`src/edtt_pkg.sv`:
```
// Shared types and constants of the earliest-deadline timer table.
// Used by the channel interfaces, the timer cell and the top level.
package edtt_pkg;

    localparam int NUM_SLOTS_DEF = 16;
    localparam int NOW_W         = 48;
    localparam int DL_W          = 49;
    localparam int WORD_W        = 32;
    localparam int SLOT_FIELD_W  = 4;
    localparam int REQ_W         = 2;

    typedef enum logic [REQ_W-1:0] {
        REQ_TICK  = 2'd0,
        REQ_ADD   = 2'd1,
        REQ_DEL   = 2'd2,
        REQ_QUERY = 2'd3
    } req_e;

    // Contents of one armed timer slot.
    typedef struct packed {
        logic [DL_W-1:0]   deadline;
        logic [WORD_W-1:0] tag;
        logic [WORD_W-1:0] arg;
    } entry_t;

    // Update broadcast from the control to every cell.
    typedef struct packed {
        logic                    add;
        logic                    del;
        logic [SLOT_FIELD_W-1:0] slot;
        entry_t                  entry;
    } cell_cmd_t;

endpackage

```
`src/edtt_cell.sv`:
```
// One timer slot of the table plus one stage of the earliest-deadline chain.
// Depends on edtt_pkg for the entry and command types.
module edtt_cell #(
    parameter int NUM_SLOTS = edtt_pkg::NUM_SLOTS_DEF,
    parameter int IDX       = 0
) (
    input  logic                           clk,
    input  logic                           rst_n,
    input  edtt_pkg::cell_cmd_t            cmd,
    input  logic [$clog2(NUM_SLOTS)-1:0]   new_pos,
    input  logic [$clog2(NUM_SLOTS)-1:0]   gone_pos,
    output logic                           armed,
    output logic [$clog2(NUM_SLOTS)-1:0]   pos,
    input  logic                           cand_have_in,
    input  logic [$clog2(NUM_SLOTS)-1:0]   cand_slot_in,
    input  logic [$clog2(NUM_SLOTS)-1:0]   cand_pos_in,
    input  edtt_pkg::entry_t               cand_entry_in,
    output logic                           cand_have_out,
    output logic [$clog2(NUM_SLOTS)-1:0]   cand_slot_out,
    output logic [$clog2(NUM_SLOTS)-1:0]   cand_pos_out,
    output edtt_pkg::entry_t               cand_entry_out
);
    import edtt_pkg::*;

    localparam int SLOT_W = $clog2(NUM_SLOTS);
    localparam logic [SLOT_W-1:0] OWN_SLOT = SLOT_W'(IDX);

    logic              armed_reg, armed_next;
    logic [SLOT_W-1:0] pos_reg, pos_next;
    entry_t            entry_reg, entry_next;
    logic              cand_have_reg, cand_have_next;
    logic [SLOT_W-1:0] cand_slot_reg, cand_slot_next;
    logic [SLOT_W-1:0] cand_pos_reg, cand_pos_next;
    entry_t            cand_entry_reg, cand_entry_next;
    logic              hit;
    logic              win;

    assign hit = (32'(cmd.slot) == IDX);

    always_comb
    begin
        armed_next = armed_reg;
        pos_next   = pos_reg;
        entry_next = entry_reg;
        if (cmd.add && hit)
        begin
            // A slot that is already armed keeps its place in the order.
            if (!armed_reg)
            begin
                armed_next = 1'b1;
                pos_next   = new_pos;
            end
            entry_next = cmd.entry;
        end
        else if (cmd.del)
        begin
            if (hit)
                armed_next = 1'b0;
            else if (armed_reg && (pos_reg > gone_pos))
                pos_next = pos_reg - SLOT_W'(1);
        end
    end

    // Ties on the deadline go to the slot that was armed later.
    always_comb
    begin
        win = armed_reg &&
              (!cand_have_in ||
               (entry_reg.deadline < cand_entry_in.deadline) ||
               ((entry_reg.deadline == cand_entry_in.deadline) && (pos_reg > cand_pos_in)));
        cand_have_next  = cand_have_in || armed_reg;
        cand_slot_next  = win ? OWN_SLOT  : cand_slot_in;
        cand_pos_next   = win ? pos_reg   : cand_pos_in;
        cand_entry_next = win ? entry_reg : cand_entry_in;
    end

    always_ff @(posedge clk or negedge rst_n)
    begin
        if (!rst_n)
        begin
            armed_reg     <= 1'b0;
            cand_have_reg <= 1'b0;
        end
        else
        begin
            armed_reg     <= armed_next;
            cand_have_reg <= cand_have_next;
        end
    end

    always_ff @(posedge clk)
    begin
        pos_reg        <= pos_next;
        entry_reg      <= entry_next;
        cand_slot_reg  <= cand_slot_next;
        cand_pos_reg   <= cand_pos_next;
        cand_entry_reg <= cand_entry_next;
    end

    assign armed          = armed_reg;
    assign pos            = pos_reg;
    assign cand_have_out  = cand_have_reg;
    assign cand_slot_out  = cand_slot_reg;
    assign cand_pos_out   = cand_pos_reg;
    assign cand_entry_out = cand_entry_reg;

endmodule

```
`config.mk`:
```
export PLATFORM = sky130hd
export DESIGN_NAME = edtt_cell
export DESIGN_NICKNAME = d
export VERILOG_FILES = /design/src/edtt_pkg.sv /design/src/edtt_cell.sv
export SDC_FILE = /design/constraint.sdc
export NUM_CORES = 1
export LEC_CHECK = 0
export ABC_CLOCK_PERIOD_IN_PS = 3500
export BUFFER_PORTS_ARGS = -buffer_cell sky130_fd_sc_hd__buf_2
export CORE_AREA = 5 5 158 160
export CTS_CLUSTER_DIAMETER = 40
export CTS_CLUSTER_SIZE = 8
export DETAILED_ROUTE_END_ITERATION = 12
export DIE_AREA = 0 0 163 165
export PLACE_DENSITY_LB_ADDON = 0.15
export SETUP_SLACK_MARGIN = 0.3
export SLEW_MARGIN = 25
export SYNTH_ARGS = -nofsm -noshare
export SYNTH_HDL_FRONTEND = slang
export SYNTH_SLANG_ARGS = --single-unit
```
`constraint.sdc`:
```
create_clock -name clk -period 3.5 [get_ports clk]
set_clock_uncertainty 0.15 [all_clocks]
set_input_delay 0.175 -clock clk [delete_from_list [all_inputs] [get_ports clk]]
set_output_delay 0.175 -clock clk [all_outputs]
set_load 0.01 [all_outputs]
```
; ---- Word-level counts from Yosys, hierarchy flattened
; Index checks and enable logic that the tools add are counted.
[word_totals]
romBits = 0
latch_bits = 0
wordCells = 42
ff_bits = 240
mem_count = 0
out_inout_bits = 127
mem_bits_rw = 0
input_bits = 251
[op_classes]
order_cmp = 3
bitwise_logic = 0
reduce_logical = 14
mux = 10
n_eq_ne = 3
n_shift = 0
div_mod_pow = 0
add_sub_neg = 1
mul = 0
[ops]
columns = operator, n
row1 = two-way mux 113 bit, 1
row2 = == test 49 bit, 1
row3 = less-than comparator 49 bit, 1
row4 = two-way mux 4 bit, 6
row5 = > comparator 4 bit, 2
row6 = nonzero test 2 bit, 3
row7 = logical AND 1 bit, 4
row8 = zero test 4 bit, 1
row9 = AND reduction 4 bit, 1
row10 = subtractor 4 x 1 -> 4 bit (second input constant), 1
row11 = logical OR 1 bit, 3
row12 = two-way mux 1 bit, 3
row13 = inequality test 2 x 1 -> 1 bit (second input constant), 1
row14 = inequality test 2 bit (second input constant), 1
row15 = AND reduction 2 bit, 1
row16 = zero test 1 bit, 1

; ---- Logic depth before layout (Yosys ltp)
[logic_depth]
ltp_word = 6
depth_mapped = 12
mapped_depth_nobuf = 9

; ---- Least setup slack after synthesis
; Ideal clock, no wire load.
[synth_path]
path_kind = input to register
start = input port cmd[114] in the netlist's numbering
end = register entry_reg[0] in the netlist's numbering (enable)
required_time_ps = 2884
n_path_buf = 0
t_arrival_ps = 3148
setup_ps = 466
path_stages = 3
slack_ps = -264
cell_sequence = nor4_1 -> nand2_1 -> inv_1
[synth_between]
elab_chain_len = 2
[synth_rtl]
columns = element, line_no
row1 = "start, declared", edtt_cell.sv:9  ; input edtt_pkg::cell_cmd_t cmd,
row2 = zero test 4 bit, edtt_cell.sv:38  ; assign hit = (32'(cmd.slot) == IDX);
row3 = logical AND 1 bit, edtt_cell.sv:45  ; if (cmd.add && hit)
row4 = "end signal, assigned", edtt_cell.sv:94  ; entry_reg <= entry_next;
row5 = "end, declared", edtt_cell.sv:30  ; entry_t entry_reg, entry_next;
; Every way passes these cells.
; A chain may end at the register's enable or synchronous reset.

==> impl_metrics.py <==
metrics = {
    "worst_setup_path": {
        "worst_path_largest_cell_delay_ns": 0.44,
        "cp_max_fo": 49,
        "crit_chain": "ha_4 > and2_4 > a221o_1 > a221oi_4 > nor2b_4 > a311o_2 > buf_4 > clkbuf_16 > o311ai_1",
        "slowest_stage": "edfxtp_1",
        "crit_type": "flip-flop to flip-flop",
        "worstPathRequired_ns": 3.74,
        "cp-end-kind": "flip-flop",
        "worst_setup_path_start_kind": "flip-flop",
        "worstPathArrival_ns": 3.36,
    },
    "logic_synthesis": {
        "yosys_most_used_dff": "dfxtp_1",
        "synthArstFlopShare_pct": 0.833,
        "ys_ff_latch": 240,
        "synth_top_cell_area_share_pct": 29.5,
        "syn_inst": 1161,
        "synth_edf_count": 117,
        "synthDistinctLibCells": 51,
        "ys.warnings.count": 0,
        "synth_area_leaders": "edfxtp_1, dfxtp_1, o211ai_2, ha_1, o311ai_1",
        "yosysMostFrequentCell": "a21oi_1",
        "synth.cell_area_um2": 11900,
        "syn_nets": 1470,
        "yosysSeqAreaShare_pct": 50.3,
        "syn_avg_cell_area_um2": 10.3,
        "synth_top_cell_by_area": "edfxtp_1",
        "synth_common_cells": "a21oi_1, nand2_1, nor2_1",
    },
    "status": {
        "status": "finished clean",
    },
    "power": {
        "p_seq_share_pct": 36.7,
        "p_int_uw": 6660,
        "total_power_uw": 9240,
        "p_leak_uw": 0.00762,
        "power_density_nw_per_um2": 509,
        "ir_worst_vdd_uv": 459,
        "p_clk_share_pct": 40.7,
        "p_switching_uw": 2580,
        "p_sw_share_pct": 27.9,
        "comb_power_share_pct": 22.5,
    },
    "clocking": {
        "clkSinkCount": 240,
        "root_buffer": "clkbuf_16",
        "clk_path_buf_depth": 3,
        "clkLatencyLatePin_ns": 0.51,
        "cts.reportedPaths.clkPinSlew_ns": 0.05,
        "cts_buffers": 41,
        "cts_htree_levels": 2,
        "cts_tree": "done",
    },
    "job": {
        "drv_cap": 0,
    },
    "timing": {
        "post-route-period-util_pct": 89.0,
        "max_freq_mhz": 321,
        "slew_violations": 0,
        "relSlewSlack_pct": 44.3,
        "fin_setup_tns_ns": 0,
        "setup_viol": 0,
        "hold_viol": 0,
        "rsz0062_at_grt": "true",
        "fin_crit_ns": 3.11,
        "worst_pin_slew_ns": 0.835,
    },
    "route": {
        "first_iter_violations": 1093,
        "wl_met3_mm": 3.50,
        "highest_layer": "met5",
        "antenna_left": 0,
        "routedWlPerCell_um": 19.6,
        "avgViaCountPerCell": 5.68,
        "drtPass1Iterations": 5,
        "drc": 0,
        "vias": 12000,
        "met2_length_mm": 20.6,
        "wl_met1_mm": 15.8,
        "totalWireLength_mm": 41.4,
    },
    "floorplan": {
        "dieArea_um2": 26900,
        "row_count": 56,
        "die_w_um": 163,
        "initial_core_util_pct": 51.2,
        "ios": 378,
        "core_um2": 23300,
        "die_h_um": 165,
    },
    "placed_design": {
        "dpl_cell_area_um2": 14000,
        "port_buffers": 377,
        "gp_congestion": 0.803,
        "dp_hpwl_mm": 23.1,
    },
    "layout": {
        "syn2layout_area_growth_pct": 52.5,
        "fin_area_um2": 18100,
        "layout.nets": 2071,
        "drive_above_1_share_pct": 31.7,
    },
    "global_routing": {
        "overflow": 0,
        "grt_max_degree": 114,
        "antenna_found_initial": 5,
        "grt_first_pass_wirelength_mm": 60.8,
        "grtUsageTotal_pct": 27.8,
        "grt_pass1_vias": 11800,
    },
    "worst_hold_path": {
        "min_path_type": "input pin to flip-flop",
    },
}
[per-stage QoR]
| stage | hold slack [ns] | setup WS (ns) | instances | util [%] |
|---|---|---|---|---|
| 5_1_grt | 0.190 | 0.250 | 2113 | 78.0 |
| 2_1_floorplan | -0.271 | 0.684 | 1161 | - |
| 4_1_cts | 0.155 | 0.338 | 2092 | 76.3 |
| 3_3_place_gp | -0.172 | 0.391 | 1777 | 60.2 |
| 6_report | 0.151 | 0.386 | 2115 | 78.0 |
| 3_5_place_dp | -0.177 | 0.325 | 1777 | 60.2 |
[cell usage in the layout, fill, tap and decap left out, types with 3 or more instances in the layout]
cell | Yosys | layout
a211oi_1 | 3 | 3
buf_2 | 9 | 377
buf_16 | 0 | 4
ha_1 | 58 | 56
clkinv_2 | 0 | 6
o311ai_0 | 35 | 32
o211ai_2 | 78 | 78
clkbuf_1 | 68 | 13
and3_1 | 4 | 4
edfxtp_1 | 117 | 117
inv_1 | 60 | 59
dlygate4sd3_1 | 0 | 244
dfxtp_1 | 121 | 121
nand2_1 | 134 | 134
o311ai_1 | 80 | 82
a41oi_1 | 4 | 4
a21oi_1 | 137 | 137
nand4_1 | 10 | 10
buf_12 | 0 | 7
diode_2 | 0 | 6
o211ai_1 | 40 | 40
o21ai_0 | 5 | 5
buf_4 | 8 | 17
clkbuf_16 | 0 | 53
a21o_1 | 4 | 4
nand3_1 | 9 | 9
nor2_1 | 122 | 122
[cell families (layout without fill, tap and decap cells)]
kind of cell / count (synthesis) / in the layout / synth area share [%]
fa+ha+maj: 58 / 58 / 6.10
compound gates: 400 / 400 / 27.0
other cells: 0 / 6 / 0
xor+xnor: 2 / 2 / 0.147
simple gates: 298 / 298 / 10.3
buf+inv: 163 / 792 / 6.21
flops: 240 / 240 / 50.3
[area by class of cell]
type,instances,area [um^2]
sequential,240,5990
clock buffer,59,1180
fill,1448,5110
inverter,61,235
clock inverter,12,115
antenna,6,15.0
multi-input combinational,758,5260
tap,319,399
timing repair buffer,660,4950
[power groups by stage]
| stage | clock [uW] | combinational, uW | sequential [uW] |
|---|---|---|---|
| after floorplan | 0 | 846 | 3580 |
| after global placement | 0 | 1690 | 3440 |
| after detailed placement | 0 | 1740 | 3430 |
| after CTS | 3800 | 1970 | 3390 |
| after global routing | 3960 | 2260 | 3420 |
| final | 3770 | 2080 | 3400 |
[worst max-delay path, delay by kind of cell (launching register included)]
kind | cells | cell delay, ns
buffers and inverters | 2 | 0.42
flip-flops | 1 | 0.44
adder cells (fa/ha/maj) | 1 | 0.27
AND/OR/NAND/NOR | 2 | 0.23
AO/OA/AOI/OAI | 4 | 1.48
[metal layers]
metal | vias up | track usage [%]
li1 | 5615 | -
met1 | 5668 | 33.1
met2 | 612 | 48.8
met3 | 123 | 6.61
met4 | 2 | 10.8
met5 | - | 0
[timing repair]
item                                    4_1_cts  5_1_grt
cloned                                        0        9
endpoints found under the setup margin        2      107
pin swaps                                     0       11
setup buffers                                 0        8
gates resized for setup                       1       20
hold buffers                                244        0
hold endpoints to repair                    242        0
[path summary, 6_finish.rpt]
check                                        startpoint                    endpoint  slack [ns]  cells after the start
worst min register to register  entry_reg[54]$_DFFE_PP_  cand_entry_out[54]$_DFF_P_        0.41                      2
max in group asynchronous                         rst_n           armed$_DFFE_PN0P_        2.64                      3
worst max-delay path            entry_reg[76]$_DFFE_PP_  cand_entry_out[96]$_DFF_P_        0.39                      9
min in group asynchronous                         rst_n           armed$_DFFE_PN0P_        0.42                      3
worst max register to register  entry_reg[76]$_DFFE_PP_  cand_entry_out[96]$_DFF_P_        0.39                      9
worst min-delay path                           cmd[118]            pos[0]$_DFFE_PP_        0.15                      3
Note: power is estimated with default switching activity, not from simulation.
